$ cat src/design/pulse_interval_heart_rate_core_defines.svh
// Assertion macros shared by the heart-rate core.
`ifndef PULSE_INTERVAL_HEART_RATE_CORE_DEFINES_SVH
`define PULSE_INTERVAL_HEART_RATE_CORE_DEFINES_SVH

// same-cycle implication, sampled on clk, off during reset
`define PIHR_ASSERT_IMP(lbl, ante, cons) \
	lbl: assert property (@(posedge clk) disable iff (!arst_n) (ante) |-> (cons)) \
		else $error("pihr assertion failed");

// next-cycle implication
`define PIHR_ASSERT_NXT(lbl, ante, cons) \
	lbl: assert property (@(posedge clk) disable iff (!arst_n) (ante) |=> (cons)) \
		else $error("pihr assertion failed");

`endif

$ cat src/design/pihr_pkg.sv
package pihr_pkg;

	localparam int SAMPLE_W = 18;
	localparam int STAMP_W  = 32;
	localparam int CFG16_W  = 16;
	localparam int COUNT_W  = 4;
	localparam int SUM_W    = 20;
	localparam int RATE_W   = 16;
	localparam int DIVD_W   = 20;
	localparam int DIVS_W   = 16;
	localparam int STEP_W   = 4;

	localparam logic [DIVD_W-1:0] BPM_NUMERATOR = DIVD_W'(60000);

	// configuration register indexes
	typedef enum logic [2:0] {
		REG_SAMPLE_FLOOR = 3'd0,
		REG_RISE_STEP    = 3'd1,
		REG_MIN_INTERVAL = 3'd2,
		REG_MAX_INTERVAL = 3'd3,
		REG_MIN_BPM      = 3'd4,
		REG_MAX_BPM      = 3'd5,
		REG_BEATS        = 3'd6
	} cfg_reg_t;

	typedef logic [STEP_W-1:0] step_t;

	// branch conditions of the sequencer
	typedef enum logic [3:0] {
		C_ALWAYS,
		C_NO_INPUT,
		C_ABOVE_FLOOR,
		C_NO_RISE,
		C_SKIP_BEAT,
		C_DIV_BUSY,
		C_BPM_OUT,
		C_NO_REPORT,
		C_OUT_FREE
	} cond_t;

	typedef enum logic [1:0] {
		DIV_NONE,
		DIV_BPM,
		DIV_AVG
	} div_sel_t;

	typedef struct packed {
		cond_t    cond;
		step_t    target;
		logic     zero_rate;
		logic     save_prev;
		logic     mark_beat;
		div_sel_t div_sel;
		logic     accum;
		logic     report;
		logic     emit;
	} uword_t;

	typedef struct packed {
		logic              start;
		logic [DIVD_W-1:0] dividend;
		logic [DIVS_W-1:0] divisor;
	} div_req_t;

	localparam step_t ST_WAIT   = 4'd0;
	localparam step_t ST_FLOOR  = 4'd1;
	localparam step_t ST_ZERO   = 4'd2;
	localparam step_t ST_RISE   = 4'd3;
	localparam step_t ST_BEAT   = 4'd4;
	localparam step_t ST_DWAIT1 = 4'd5;
	localparam step_t ST_BPMCHK = 4'd6;
	localparam step_t ST_ACCUM  = 4'd7;
	localparam step_t ST_CHKREP = 4'd8;
	localparam step_t ST_DWAIT2 = 4'd9;
	localparam step_t ST_REPORT = 4'd10;
	localparam step_t ST_EMIT   = 4'd11;
	localparam step_t ST_HOLD   = 4'd12;

	function automatic uword_t uword(cond_t c, step_t t);
		uword_t w;
		w = '0;
		w.cond = c;
		w.target = t;
		w.div_sel = DIV_NONE;
		return w;
	endfunction

	// control store: branch taken when the condition holds, else fall through
	function automatic uword_t ucode_rom(step_t s);
		uword_t w;
		w = uword(C_ALWAYS, ST_WAIT);
		unique case (s)
			ST_WAIT:   w = uword(C_NO_INPUT, ST_WAIT);
			ST_FLOOR:  w = uword(C_ABOVE_FLOOR, ST_RISE);
			ST_ZERO: begin
				w = uword(C_ALWAYS, ST_EMIT);
				w.zero_rate = 1'b1;
			end
			ST_RISE: begin
				w = uword(C_NO_RISE, ST_EMIT);
				w.save_prev = 1'b1;
			end
			ST_BEAT: begin
				w = uword(C_SKIP_BEAT, ST_EMIT);
				w.mark_beat = 1'b1;
				w.div_sel = DIV_BPM;
			end
			ST_DWAIT1: w = uword(C_DIV_BUSY, ST_DWAIT1);
			ST_BPMCHK: w = uword(C_BPM_OUT, ST_EMIT);
			ST_ACCUM: begin
				w = uword(C_ALWAYS, ST_CHKREP);
				w.accum = 1'b1;
			end
			ST_CHKREP: begin
				w = uword(C_NO_REPORT, ST_EMIT);
				w.div_sel = DIV_AVG;
			end
			ST_DWAIT2: w = uword(C_DIV_BUSY, ST_DWAIT2);
			ST_REPORT: begin
				w = uword(C_ALWAYS, ST_EMIT);
				w.report = 1'b1;
			end
			ST_EMIT: begin
				w = uword(C_OUT_FREE, ST_WAIT);
				w.emit = 1'b1;
			end
			ST_HOLD:   w = uword(C_ALWAYS, ST_EMIT);
			default:   w = uword(C_ALWAYS, ST_WAIT);
		endcase
		return w;
	endfunction

endpackage

$ cat src/design/pihr_div.sv
module pihr_div (
	input  logic                             clk,
	input  logic                             arst_n,
	input  pihr_pkg::div_req_t               req,
	output logic                             busy,
	output logic [pihr_pkg::DIVD_W-1:0]      quotient
);
	import pihr_pkg::*;

	localparam int CNT_W = $clog2(DIVD_W);
	localparam logic [CNT_W-1:0] LAST_BIT = CNT_W'(DIVD_W - 1);

	logic [DIVD_W-1:0] quo_q;
	logic [DIVS_W-1:0] rem_q;
	logic [DIVS_W-1:0] dsr_q;
	logic [CNT_W-1:0]  cnt_q;
	logic              busy_q;

	logic [DIVS_W:0] trial;
	logic [DIVS_W:0] diff;
	logic            ge;

	// restoring divide, one quotient bit per cycle, MSB first
	assign trial = {rem_q, quo_q[DIVD_W-1]};
	assign diff  = trial - {1'b0, dsr_q};
	assign ge    = trial >= {1'b0, dsr_q};

	always_ff @(posedge clk or negedge arst_n) begin
		if (!arst_n) begin
			busy_q <= 1'b0;
			cnt_q  <= '0;
		end else if (req.start) begin
			busy_q <= 1'b1;
			cnt_q  <= '0;
		end else if (busy_q) begin
			cnt_q <= cnt_q + CNT_W'(1);
			if (cnt_q == LAST_BIT) begin
				busy_q <= 1'b0;
			end
		end
	end

	always_ff @(posedge clk) begin
		if (req.start) begin
			quo_q <= req.dividend;
			dsr_q <= req.divisor;
			rem_q <= '0;
		end else if (busy_q) begin
			rem_q <= ge ? diff[DIVS_W-1:0] : trial[DIVS_W-1:0];
			quo_q <= {quo_q[DIVD_W-2:0], ge};
		end
	end

	assign busy     = busy_q;
	assign quotient = quo_q;

endmodule

$ cat src/design/pulse_interval_heart_rate_core.sv
// Channel   Dir  Handshake              Payload
// s_*       in   s_tvalid / s_tready    tdata: ir_sample, time_ms
// m_*       out  m_tvalid / m_tready    tdata: pulse_rate; tuser: rate_valid, rate_updated
// cfg_*     in   cfg_valid / cfg_ready  cfg_index, cfg_data
//
// One word at a time, run by a 13-step control store. A word below the floor, with no
// rise or with a rejected interval never waits on the divider; a beat that passes the
// interval check waits for a bpm divide on the serial divider, and one that completes
// an average waits for a second divide. Reset restores config defaults and clears all
// beat state. The result waits in an output register; the next word is taken meanwhile
// and stalls only at its own result step while m_tready is low.
`include "pulse_interval_heart_rate_core_defines.svh"

module pulse_interval_heart_rate_core #(
	parameter int TIME_BITS = 32
) (
	input  logic        clk,
	input  logic        arst_n,
	input  logic        s_tvalid,
	output logic        s_tready,
	input  logic [55:0] s_tdata,   // [17:0] ir_sample, [49:18] time_ms, rest zero
	output logic        m_tvalid,
	input  logic        m_tready,
	output logic [15:0] m_tdata,   // [15:0] pulse_rate
	output logic [1:0]  m_tuser,   // [0] rate_valid, [1] rate_updated
	input  logic        cfg_valid,
	output logic        cfg_ready,
	input  logic [2:0]  cfg_index,
	input  logic [17:0] cfg_data
);
	import pihr_pkg::*;

	// configuration
	logic [SAMPLE_W-1:0] floor_q;
	logic [SAMPLE_W-1:0] rise_q;
	logic [CFG16_W-1:0]  min_int_q;
	logic [CFG16_W-1:0]  max_int_q;
	logic [CFG16_W-1:0]  min_bpm_q;
	logic [CFG16_W-1:0]  max_bpm_q;
	logic [COUNT_W-1:0]  bpr_q;

	// beat state
	logic [TIME_BITS-1:0] last_q;
	logic [SAMPLE_W-1:0]  prev_q;
	logic [SUM_W-1:0]     sum_q;
	logic [COUNT_W-1:0]   count_q;
	logic [RATE_W-1:0]    rate_q;
	logic                 valid_q;
	logic                 updated_q;

	// current word
	logic [SAMPLE_W-1:0]  sample_q;
	logic [TIME_BITS-1:0] now_q;

	// sequencer and output
	step_t             step_q;
	logic              m_tvalid_q;
	logic [RATE_W-1:0] m_rate_q;
	logic              m_valid_q;
	logic              m_updated_q;

	uword_t             uw;
	logic               cond_hit;
	logic               in_acc;
	logic               out_free;
	logic [TIME_BITS-1:0] interval;
	logic               int_ok;
	logic               rise;
	logic               bpm_out;
	logic               report_due;
	div_req_t           div_req;
	logic               div_busy;
	logic [DIVD_W-1:0]  div_quo;

	assign uw       = ucode_rom(step_q);
	assign s_tready = (step_q == ST_WAIT);
	assign in_acc   = s_tvalid && s_tready;
	assign out_free = !m_tvalid_q || m_tready;
	assign cfg_ready = 1'b1;

	assign interval = now_q - last_q;
	assign int_ok   = (interval > TIME_BITS'(min_int_q)) && (interval < TIME_BITS'(max_int_q));
	assign rise     = (sample_q > prev_q) && ((sample_q - prev_q) > rise_q);
	assign bpm_out  = (div_quo < DIVD_W'(min_bpm_q)) || (div_quo > DIVD_W'(max_bpm_q));
	assign report_due = (count_q >= bpr_q) && (count_q != '0);

	always_comb begin
		unique case (uw.cond)
			C_ALWAYS:      cond_hit = 1'b1;
			C_NO_INPUT:    cond_hit = !s_tvalid;
			C_ABOVE_FLOOR: cond_hit = !(sample_q < floor_q);
			C_NO_RISE:     cond_hit = !rise;
			C_SKIP_BEAT:   cond_hit = (last_q == '0) || !int_ok;
			C_DIV_BUSY:    cond_hit = div_busy;
			C_BPM_OUT:     cond_hit = bpm_out;
			C_NO_REPORT:   cond_hit = !report_due;
			C_OUT_FREE:    cond_hit = out_free;
			default:       cond_hit = 1'b1;
		endcase
	end

	always_comb begin
		div_req = '0;
		unique case (uw.div_sel)
			DIV_BPM: begin
				div_req.start    = 1'b1;
				div_req.dividend = BPM_NUMERATOR;
				div_req.divisor  = interval[DIVS_W-1:0];
			end
			DIV_AVG: begin
				div_req.start    = 1'b1;
				div_req.dividend = sum_q;
				div_req.divisor  = DIVS_W'(count_q);
			end
			default: div_req = '0;
		endcase
	end

	pihr_div u_div (
		.clk      (clk),
		.arst_n   (arst_n),
		.req      (div_req),
		.busy     (div_busy),
		.quotient (div_quo)
	);

	always_ff @(posedge clk or negedge arst_n) begin
		if (!arst_n) begin
			floor_q   <= SAMPLE_W'(50000);
			rise_q    <= SAMPLE_W'(1000);
			min_int_q <= CFG16_W'(300);
			max_int_q <= CFG16_W'(2000);
			min_bpm_q <= CFG16_W'(40);
			max_bpm_q <= CFG16_W'(200);
			bpr_q     <= COUNT_W'(3);
		end else if (cfg_valid && cfg_ready) begin
			unique case (cfg_reg_t'(cfg_index))
				REG_SAMPLE_FLOOR: floor_q   <= cfg_data;
				REG_RISE_STEP:    rise_q    <= cfg_data;
				REG_MIN_INTERVAL: min_int_q <= cfg_data[CFG16_W-1:0];
				REG_MAX_INTERVAL: max_int_q <= cfg_data[CFG16_W-1:0];
				REG_MIN_BPM:      min_bpm_q <= cfg_data[CFG16_W-1:0];
				REG_MAX_BPM:      max_bpm_q <= cfg_data[CFG16_W-1:0];
				REG_BEATS:        bpr_q     <= cfg_data[COUNT_W-1:0];
				default: ;
			endcase
		end
	end

	always_ff @(posedge clk) begin
		if (in_acc) begin
			sample_q <= s_tdata[SAMPLE_W-1:0];
			now_q    <= TIME_BITS'(s_tdata[SAMPLE_W+STAMP_W-1:SAMPLE_W]);
		end
	end

	always_ff @(posedge clk or negedge arst_n) begin
		if (!arst_n) begin
			step_q    <= ST_WAIT;
			last_q    <= '0;
			prev_q    <= '0;
			sum_q     <= '0;
			count_q   <= '0;
			rate_q    <= '0;
			valid_q   <= 1'b0;
			updated_q <= 1'b0;
		end else begin
			step_q <= cond_hit ? uw.target : step_q + STEP_W'(1);
			if (in_acc) begin
				valid_q   <= 1'b0;
				updated_q <= 1'b0;
			end
			if (uw.zero_rate) begin
				rate_q    <= '0;
				updated_q <= 1'b1;
			end
			if (uw.save_prev) begin
				prev_q <= sample_q;
			end
			// the beat step is only reached after a qualifying rise
			if (uw.mark_beat) begin
				last_q <= now_q;
			end
			if (uw.accum) begin
				sum_q   <= sum_q + div_quo;
				count_q <= count_q + COUNT_W'(1);
			end
			if (uw.report) begin
				rate_q    <= div_quo[RATE_W-1:0];
				valid_q   <= 1'b1;
				updated_q <= 1'b1;
				sum_q     <= '0;
				count_q   <= '0;
			end
		end
	end

	always_ff @(posedge clk or negedge arst_n) begin
		if (!arst_n) begin
			m_tvalid_q <= 1'b0;
		end else if (uw.emit && out_free) begin
			m_tvalid_q <= 1'b1;
		end else if (m_tready) begin
			m_tvalid_q <= 1'b0;
		end
	end

	always_ff @(posedge clk) begin
		if (uw.emit && out_free) begin
			m_rate_q    <= rate_q;
			m_valid_q   <= valid_q;
			m_updated_q <= updated_q;
		end
	end

	assign m_tvalid = m_tvalid_q;
	assign m_tdata  = m_rate_q;
	assign m_tuser  = {m_updated_q, m_valid_q};

	`PIHR_ASSERT_IMP(a_valid_implies_updated, m_tvalid && m_tuser[0], m_tuser[1])
	`PIHR_ASSERT_NXT(a_one_word_at_a_time, s_tvalid && s_tready, !s_tready)
	`PIHR_ASSERT_IMP(a_report_after_divide, step_q == ST_REPORT, !div_busy)
	`PIHR_ASSERT_IMP(a_empty_sum, count_q == '0, sum_q == '0)

endmodule
$ cat config.mk
export PLATFORM = sky130hd
export DESIGN_NAME = pulse_interval_heart_rate_core
export DESIGN_NICKNAME = d
export VERILOG_FILES = /design/src/design/pihr_pkg.sv /design/src/design/pihr_div.sv /design/src/design/pulse_interval_heart_rate_core.sv
export VERILOG_INCLUDE_DIRS = /design/src /design/src/design
export SDC_FILE = /design/constraint.sdc
export NUM_CORES = 1
export LEC_CHECK = 0
export BUFFER_PORTS_ARGS = -buffer_cell sky130_fd_sc_hd__buf_2
export CAP_MARGIN = 10
export CORE_AREA = 2 2 191 193
export CTS_BUF_LIST = sky130_fd_sc_hd__clkbuf_8 sky130_fd_sc_hd__clkbuf_16
export CTS_CLUSTER_DIAMETER = 150
export DETAILED_ROUTE_END_ITERATION = 10
export DIE_AREA = 0 0 193 195
export HOLD_SLACK_MARGIN = 0.15
export PLACE_DENSITY = 0.76
export REMOVE_ABC_BUFFERS = 1
export SLEW_MARGIN = 20
export SYNTH_ARGS = -nofsm -noshare
export SYNTH_HDL_FRONTEND = slang
export SYNTH_HIERARCHICAL = 1
export SYNTH_SLANG_ARGS = --single-unit
$ cat constraint.sdc
create_clock -name clk -period 4.5 [get_ports clk]
set_input_delay 0.225 -clock clk [delete_from_list [all_inputs] [get_ports clk]]
set_output_delay 0.225 -clock clk [all_outputs]
set_load 0.03 [all_outputs]
* Word-level counts from Yosys, hierarchy flattened
Memory sizes are Yosys's and may differ from the RTL's.
Index checks and enable logic that the tools add are counted.
Widths: inputs -> output; s select.
** Word-level totals
- Word-level logic and storage cells :: 114
- Bits in latches :: 0
- Register bits :: 327
- Memory bits (writable) :: 0
- Output and inout bits :: 21
- Memories kept :: 1
- Memory bits (read-only) :: 256
- Bits of input ports :: 82
** Cells by class
- Multiplexer cells :: 23
- Equality and inequality tests :: 17
- Divide/modulo/power cells :: 0
- Reduce and logical (&&, ||, !) cells :: 31
- $add $sub $neg :: 7
- Order comparisons :: 9
- $mul :: 0
- Shifts and indexed selects :: 0
- Bitwise operators :: 0
** Memories
- (name not given) :: words 16, width 16, read ports 1, clocked after memory_dff 0, write ports 0, RTL line pihr_pkg.sv:92 : unique case (s)
** Operators by type and width (number)
- $mux 20 :: 4
- $pmux 37 s2 :: 1
- $mux 16 :: 3
- $gt 18x18->1 :: 2
- $gt 32x16->1 :: 1
- $logic_not 32->1 :: 1
- $lt 32x16->1 :: 1
- $sub 32x32->32 :: 1
- $add 20x20->20 :: 1
- $gt 20x16->1 :: 1
- $lt 20x16->1 :: 1
- $lt 18x18->1 :: 1
- $sub 18x18->18 :: 1
- $ge 17x16->1 :: 1
- $eq 4x3->1 const B :: 4
- $sub 16x16->16 :: 1
- $reduce_and 2->1 :: 7
- $mux 4 :: 3
- $mux 5 :: 2
- $reduce_bool 2->1 :: 5
- $eq 3x3->1 const B :: 3
- $mux 1 :: 9
- $add 4x1->4 const B :: 2
- $eq 4x2->1 const B :: 2
- 17 further kinds :: 29

* Depth between registers and ports, before layout
Gate-level depths: netlist (run 1).
- Depth in word-level cells :: 7
- Depth in mapped cells :: 26

* Modules after synthesis
The synthesis (run 1) kept the hierarchy.
** By module, submodules not included
- pulse_interval_heart_rate_core :: cells each 1662, times used 1, area an instance 16214.3 um^2, sequential area each 7108.1 um^2
- pihr_div :: cells each 314, times used 1, area an instance 3380.7 um^2, sequential area each 1551.5 um^2

* Worst setup path after synthesis (run 1)
No wires, ideal clock.
- Kind :: register -> register
- From :: reg sample_q[1]
- To :: reg step_q[1]
- Setup time :: 128 ps
- Arrival time :: 4489 ps
- Buffers on the path :: 0
- Clock period less this slack :: 4617 ps
- Path slack :: -117 ps
- Cell stages (with the launch flop) :: 24
- Cell sequence :: edfxtp_1 -> ha_1 -> a21o_1 -> a21o_1 -> a21o_1 -> a21o_1 -> a21o_1 -> nand2_1 -> a21oi_1 -> o41ai_1 -> o21bai_1 -> a21oi_1 -> xnor2_1 -> ha_1 -> nand4_1 -> nor2_1 -> o21ai_1 -> o2111a_1 -> o41ai_1 -> o211ai_1 -> a31oi_1 -> nand2_1 -> a21oi_4 -> mux2_1
** On the way
- Longest elaborated chain between the ends :: 6
- Elaborated cells on any way between the ends :: 9
- Classes of those cells :: 1 x add/sub; 3 x order compare; 2 x mux; 3 x reduce/logical
** Ends and longest elaborated chain
- start, declared :: RTL line pulse_interval_heart_rate_core.sv:52 : logic [SAMPLE_W-1:0] sample_q;
- start signal, assigned :: RTL line pulse_interval_heart_rate_core.sv:152 : sample_q <= s_tdata[SAMPLE_W-1:0];
- $sub 18x18->18 :: RTL line pulse_interval_heart_rate_core.sv:83 : assign rise = (sample_q > prev_q) && ((sample_q - prev_q) > rise_q);
- $gt 18x18->1 :: RTL line pulse_interval_heart_rate_core.sv:83
- $logic_and 1x1->1 :: RTL line pulse_interval_heart_rate_core.sv:83
- $logic_not 1->1 :: RTL line pulse_interval_heart_rate_core.sv:92 : C_NO_RISE: cond_hit = !rise;
- $pmux 1 s8 (*) :: RTL line pulse_interval_heart_rate_core.sv:88 : unique case (uw.cond)
- $mux 4 (*) :: RTL line pulse_interval_heart_rate_core.sv:168 : step_q <= cond_hit ? uw.target : step_q + STEP_W'(1);
- end signal, assigned :: RTL line pulse_interval_heart_rate_core.sv:168
- end, declared :: RTL line pulse_interval_heart_rate_core.sv:56 : step_t step_q;
Every way passes the cells marked *; elsewhere a longest branch is shown, timed or not.
A chain may end at the register's enable or synchronous reset.

* Worst setup path in the final report (run 1)
- From :: reg sample_q[0]
- To :: reg step_q[1]
The elaborated chain is that of the path after synthesis.

==> results of run 1 <==
[flip-flops by register name, summed over array words and instances, names as in the netlist, 18 cells and up]
signal,flops
sum_q,20
last_q,32
prev_q,18
sample_q,18
u_div/quotient,20
now_q,32
floor_q,18
rise_q,18
[per-stage QoR]
stage | hold slack (ps) | utilization (%)
final | 197 | 64.4
after global routing | 198 | 64.4
after CTS | 152 | 64.2
after detailed placement | 333 | 58.4
after global placement | 325 | 58.4
after floorplan | -70.6 | -
[power groups by stage]
| stage | clock network (uW) | logic [uW] | registers, uW |
|---|---|---|---|
| 2_1_floorplan | 0 | 5280 | 4620 |
| 3_3_place_gp | 0 | 6990 | 4680 |
| 3_5_place_dp | 0 | 7230 | 4710 |
| 4_1_cts | 2970 | 7480 | 4670 |
| 5_1_grt | 3110 | 8510 | 4780 |
| 6_report | 2920 | 7620 | 4680 |
[layer usage]
layer | wire length (um) | share of wire (%) | vias up
met5 | 0 | 0 | -
met4 | 1220 | 2.6 | 0
met3 | 2530 | 5.3 | 84
met2 | 22800 | 48 | 431
met1 | 21000 | 44 | 7357
li1 | - | - | 7382
[placed cells by master, fill, tap and decap left out, drive strengths merged, types with 37 or more instances in the layout]
cell,n
xnor2,37
dfrtp,178
edfxtp,104
a21oi,100
a21o,62
inv,204
o21ai,159
dlygate4sd3,77
buf,146
ha,197
clkbuf,43
mux2,95
nand2,234
nor2,84
[path summary, 6_finish.rpt]
check	cells past startpoint	start	slack, ps	endpoint
max	25	sample_q[0]	-80	step_q[1]
min	4	s_tvalid	200	updated_q
min in group asynchronous	2	arst_n	370	last_q[4]
max in group asynchronous	3	arst_n	3010	sum_q[19]
max reg2reg	25	sample_q[0]	-80	step_q[1]
min reg2reg	0	rate_q[8]	440	m_tdata[8]
[cells by family (layout without fill, tap and decap cells)]
group	count (synthesis)	in the layout
other	1	1
AO/OA/AOI/OAI	468	468
flip-flops	327	327
multiplexers	103	103
adder cells (fa/ha/maj)	201	201
AND/OR/NAND/NOR	541	541
XOR/XNOR	67	67
buffers and inverters	268	486
[worst register-to-register path: cells and delay by family, from the launching register on]
family | cells | cell delay, ps
AOI/OAI and AO/OA | 11 | 1920
xor gates and xnor gates | 1 | 170
adders and majority gates | 3 | 870
buffers and inverters | 2 | 120
DFF | 1 | 390
muxes | 1 | 310
and+or+nand+nor | 7 | 680
[repair_timing]
| item | CTS | global route |
|---|---|---|
| endpoints found under the hold margin | 221 | 0 |
| endpoints found under the setup margin | 4 | 4 |
| setup buffers | 6 | 1 |
| pin swaps | 20 | 12 |
| resized for setup | 13 | 12 |
| hold buffers | 77 | 0 |
[layout make-up]
class                      count  area share, %
sequential                   327           38.0
clock inverter                24          0.747
tap                          461           2.53
multi-input combinational   1381           43.9
clock buffer                  42           4.37
timing repair buffer         224           7.22
inverter                     196           3.23
==> qor.yml, run 1 <==
status: "complete, but fails checks"
violations: "negative setup slack"
clock_power_share_pct: 19.2
final.setup.tns_ps: -175
cap_violations: 0
min_period_ps: 4580
grt_pass1_vias: 15500
clk_latency_ps: 530
fin_area_um2: 22800
drive_above_1_share_pct: 17.5
cts_tree: "yes"
slowest_delay_ps: 390
drt_iter0_markers: 1033
synth-edff-count: 104
synthSimpleGateAreaFrac_pct: 13.1
synth-seq-cells: 327
power_frac_seq_pct: 30.8
synthAdderAreaFrac_pct: 13.0
gp_congestion: 0.861
synth_compound_gate_area_share_pct: 15.4
routed_via_density: 5.75
die_w_um: 193
synth_area_leaders: "dfrtp_1 (23%), edfxtp_1 (16%), ha_1 (13%), mux2_2 (5.4%), nand2_1 (4.5%)"
pre_cts_slack_ps: -360
pin_count: 103
cts_buffers: 36
synth_top_cell_by_area: "dfrtp_1"
clockBufferDepth: 3
final-seq-area_um2: 8660
power_leakage_uw: 0.0104
p_total_uw: 15200
netlist_top_cells_count: "nand2_1 (234), ha_1 (197), inv_1 (194)"
yosysMostFrequentCell: "nand2_1"
setup_slack_ps: -78.6
drc: 0
nFillCells: 2755
fin_cells: 2655
synthCells: 1976
synth-xor-area-share_pct: 2.99
dieHeight_um: 195
comb_power_share_pct: 50.0
hold_viol: 0
rsz0062_at_grt: "yes"
core_um2: 35400
power_switching_uw: 6130
wl_per_cell_um: 17.9
synth.avg_cell_area_um2: 9.92
antennaDiodeCount: 0
min_period_over_period_pct: 102
critical_path.top_delay_family: "compound AO/OA/AOI/OAI gates"
synth_top_area_share_pct: 22.7
grt_use_met2_pct: 43.7
p_per_area_nw_per_um2: 668
nets: 2449
internal-power_uw: 9080
cts_root_buf: "clkbuf_16"
synth_cell_types: 95
htree_levels: 2
dieArea_um2: 37600
portBuffers: 95
initial_core_util_pct: 55.4
cp-end-kind: "register"
grt_util_all_layers_pct: 25.8
relSlewSlack_pct: 27.9
peakVddDrop_v: 0.000432
critPathBufInv: 2
cp_slowest_cell: "edfxtp_1"
path_class: "reg -> reg"
slew_violations: 0
max_freq_mhz: 218
globalRoute.busiestLayer: "met2"
arrival_ps: 5000
dpl-instance-area_um2: 20700
grt_pass1_wl_um: 78000
met3_usage_pct: 3.59
drt_wl_total_um: 47500
postRouteAntennaNets: 0
syn2layout_area_growth_pct: 16.3
synth.area.mux_share_pct: 5.87
grt.overflow.total: 0
crit_fanout: 4
yosysSeqAreaShare_pct: 44.2
syn_area_um2: 19600
p_sw_share_pct: 40.3
yosys_warnings: 6
setup_viol: 3
ys.flop_type: "dfrtp_1"
hp-class: "in -> reg"
clkTransAtPathRegs_ps: 60
multi_input_area_um2: 10000
async_flop_share_pct: 63.3
grt_max_degree: 89
dr_total_vias: 15300
grtUsageMet1_pct: 34.5
setup.worst_path.start_class: "register"
clock_skew_ps: 21.4
antenna_found_initial: 0
core.rowCount: 69
synth_top_family_by_area: "compound AO/OA/AOI/OAI gates"
firstDrtPassIters: 9
required_ps: 4920
placed_cells: 2505
cp_common_cell: "nand2_1"
clock_sinks: 327
dpl.hpwl_um: 32800
tightest_slew_ps: 1080
Power figures use the tool's default switching activity.
==> run 2: changes to the inputs <==
--- a/config.mk
+++ b/config.mk
@@ -6,15 +6,15 @@
 export SDC_FILE = /design/constraint.sdc
 export NUM_CORES = 1
 export LEC_CHECK = 0
-export BUFFER_PORTS_ARGS = -buffer_cell sky130_fd_sc_hd__buf_2
 export CAP_MARGIN = 10
-export CORE_AREA = 2 2 191 193
+export CORE_AREA = 2 2 186 188
 export CTS_BUF_LIST = sky130_fd_sc_hd__clkbuf_8 sky130_fd_sc_hd__clkbuf_16
 export CTS_CLUSTER_DIAMETER = 150
 export DETAILED_ROUTE_END_ITERATION = 10
-export DIE_AREA = 0 0 193 195
+export DIE_AREA = 0 0 188 190
+export DONT_BUFFER_PORTS = 1
 export HOLD_SLACK_MARGIN = 0.15
-export PLACE_DENSITY = 0.76
+export PLACE_DENSITY = 0.77
 export REMOVE_ABC_BUFFERS = 1
 export SLEW_MARGIN = 20
 export SYNTH_ARGS = -nofsm -noshare
==> run 2 against run 1 <==
  * Register-to-register slack lost 90 ps
  * Final cell count shrank 3.8%
  * Die area shrank 5.1%
  * Flip-flop and latch count is the same
  * Highest routed layer unchanged
  * Maximum frequency shrank 1.9%
  * Via count shrank 0.81%
  * Combinational power shrank 2%
  * The flow finishes with violations (negative hold slack, negative setup slack)
  * Clock-buffer cell count shrank 2
  * Routed wire length grew 1.6%
  * Critical path depth is the same
  * Clock power grew 9.9%
  * Critical path type unchanged
==> qor.yml, run 2 (synthesis gave the netlist of run 1 again) <==
drc: 0  # unchanged
dr_total_vias: 15100  # -0.81%
hp-class: "in -> async"
syn2layout_area_growth_pct: 14.5
min_period_over_period_pct: 104  # +2.0 points
utilization_pct: 66.1  # +1.7 points
hold_viol: 207  # +207
setup.worst_path.start_class: "register"
gp_congestion: 0.914  # +6.1%
firstDrtPassIters: 6  # -3
grt_util_all_layers_pct: 27.4  # +1.6 points
nets: 2354  # -3.9%
required_ps: 4930  # about the same
pre_cts_slack_ps: -282  # +78.4 ps
largestRegisters: "last_q: 32 flops, now_q: 32 flops"
cts_root_buf: "clkbuf_16"
dieHeight_um: 190  # -2.6%
grt_max_degree: 208  # +130%
path_class: "reg -> reg"
cp_common_cell: "a21o_1"
critPathBufInv: 3  # +1
wl_per_cell_um: 18.9  # +5.6%
p_total_uw: 15500  # +1.9%
r2r-end: "step_q[1]"
top_layer: "met4"
drt_wl_total_um: 48200  # +1.6%
postRouteAntennaNets: 0  # unchanged
dpl-instance-area_um2: 20100  # -2.6%
met3_length_um: 2430  # -3.8%
peakVddDrop_v: 0.000471  # +9.0%
htree_levels: 2  # unchanged
wl_met2_um: 23600  # +3.7%
power_leakage_uw: 0.0101  # -3.2%
p_per_area_nw_per_um2: 691  # +3.5%
arrival_ps: 5090  # +90 ps
crit_fanout: 3  # -1
grt_pass1_vias: 15300  # -1.0%
drive_above_1_share_pct: 13.7  # -3.8 points
slowest_delay_ps: 510  # +120 ps
setup_viol: 4  # +1
cts_buffers: 36  # unchanged
cp_slowest_cell: "or4_4"
status: "complete, but fails checks"
core_um2: 33900  # -4.1%
clkTransAtPathRegs_ps: 60  # about the same
drt_iter0_markers: 1189  # +15%
rsz0062_at_grt: "yes"
final.setup.tns_ps: -521  # -347 ps
layout_commonest_cell: "nand2_1"
dieArea_um2: 35700  # -5.1%
rrSetupSlack_ps: -170  # -90 ps
grt_pass1_wl_um: 78700  # +0.83%
pin_count: 103  # unchanged
cts_tree: "yes"
whs_ps: -584  # -781 ps
clock_skew_ps: 19.6  # -1.87 ps
hold_buffers: 82  # +6.5%
routed_via_density: 5.93  # +3.2%
initial_core_util_pct: 57.7  # +2.4 points
core.rowCount: 68  # -1.4%
max_freq_mhz: 214  # -1.9%
antenna_found_initial: 1  # +1
violations: "negative hold slack, negative setup slack"
die_w_um: 188  # -2.6%
dpl.hpwl_um: 32000  # -2.6%
min_period_ps: 4670  # +87.9 ps
critical_path.top_delay_family: "compound AO/OA/AOI/OAI gates"
slew_violations: 0  # unchanged
layout_common_cells: "nand2_1 (232), inv_1 (197), ha_1 (194), dfrtp_1 (178), o21ai_0 (137)"
clk_latency_ps: 540  # about the same
tightest_slew_ps: 1030  # -42.5 ps
clock_sinks: 327  # unchanged
clockBufferDepth: 3  # unchanged
portBuffers: 0  # -100%
cp-end-kind: "register"
grt.overflow.total: 0  # unchanged
r2r-start: "sample_q[0]"
wl_met1_um: 20600  # -1.7%
relSlewSlack_pct: 31.1  # +3.2 points
cap_violations: 0  # unchanged
fin_area_um2: 22400  # -1.5%
ff2ff_path_depth: 25  # unchanged
setup_slack_ps: -166  # -87.9 ps
run 2: cell types whose count changed in the layout (fill, tap and decap cells not counted), sizes merged, moves of 3 or more:
cell         before  now
bufinv            2    8
dlygate4sd3      77   82
inv             204  201
clkbuf           43   40
clkinv           14    8
buf             146   47
clkinvlp          0    3
run 2: worst max path at each step:
| stage | from | end | slack (ps) | cells past startpoint |
|---|---|---|---|---|
| floorplan | step_q[3] | u_div/quotient[0] | -530 | 5 |
| CTS | sample_q[1] | step_q[1] | -160 | 24 |
| finish | sample_q[0] | step_q[1] | -170 | 25 |
| global route | sample_q[0] | step_q[1] | -380 | 25 |
| detailed placement | sample_q[1] | step_q[1] | -280 | 23 |
| global placement | sample_q[1] | step_q[1] | -170 | 23 |
run 2: where the power goes:
group / internal, uW / switching (uW) / leakage (uW)
registers: 4060 / 732 / 0.00368
logic: 3300 / 4200 / 0.00574
clock network: 2000 / 1210 / 0.000644
run 2: layer usage:
metal,vias up,global-route usage [%]
li1,7183,-
met2,440,46.9
met1,7400,35.6
met3,108,4.37
met4,0,9.66
met5,-,0
run 2: layout make-up:
class / instances / area [um2]
clock inverters: 24 / 319
well taps: 455 / 569
flip-flops and latches: 327 / 8660
clock buffers: 40 / 967
repair buffers: 129 / 1180
diodes: 1 / 2.50
inverters: 196 / 736
multi-input cells: 1381 / 10000
fillers: 2529 / 11500
run 2: through the flow:
| step | hold slack, ps | cells |
|---|---|---|
| after detailed placement | -47.4 | 2398 |
| after global routing | -610 | 2553 |
| after global placement | -47.7 | 2398 |
| final | -584 | 2553 |
| after CTS | -622 | 2551 |
| after floorplan | -70.6 | 1904 |
run 2: worst reg2reg max path: cells and delay by family (launching register included):
kind,cells,cell delay (ps)
compound gates,15,2300
xor+xnor,1,150
fa+ha+maj,2,370
buf+inv,3,280
flops,1,410
mux,1,320
simple gates,3,740
run 2: timing repair:
item                                    4_1_cts  5_1_grt
buffers inserted                              7        1
pin swaps                                    21        8
resized for setup                            11       16
endpoints found under the setup margin        4        4
cloned                                        0        0
hold endpoints to repair                    364      207
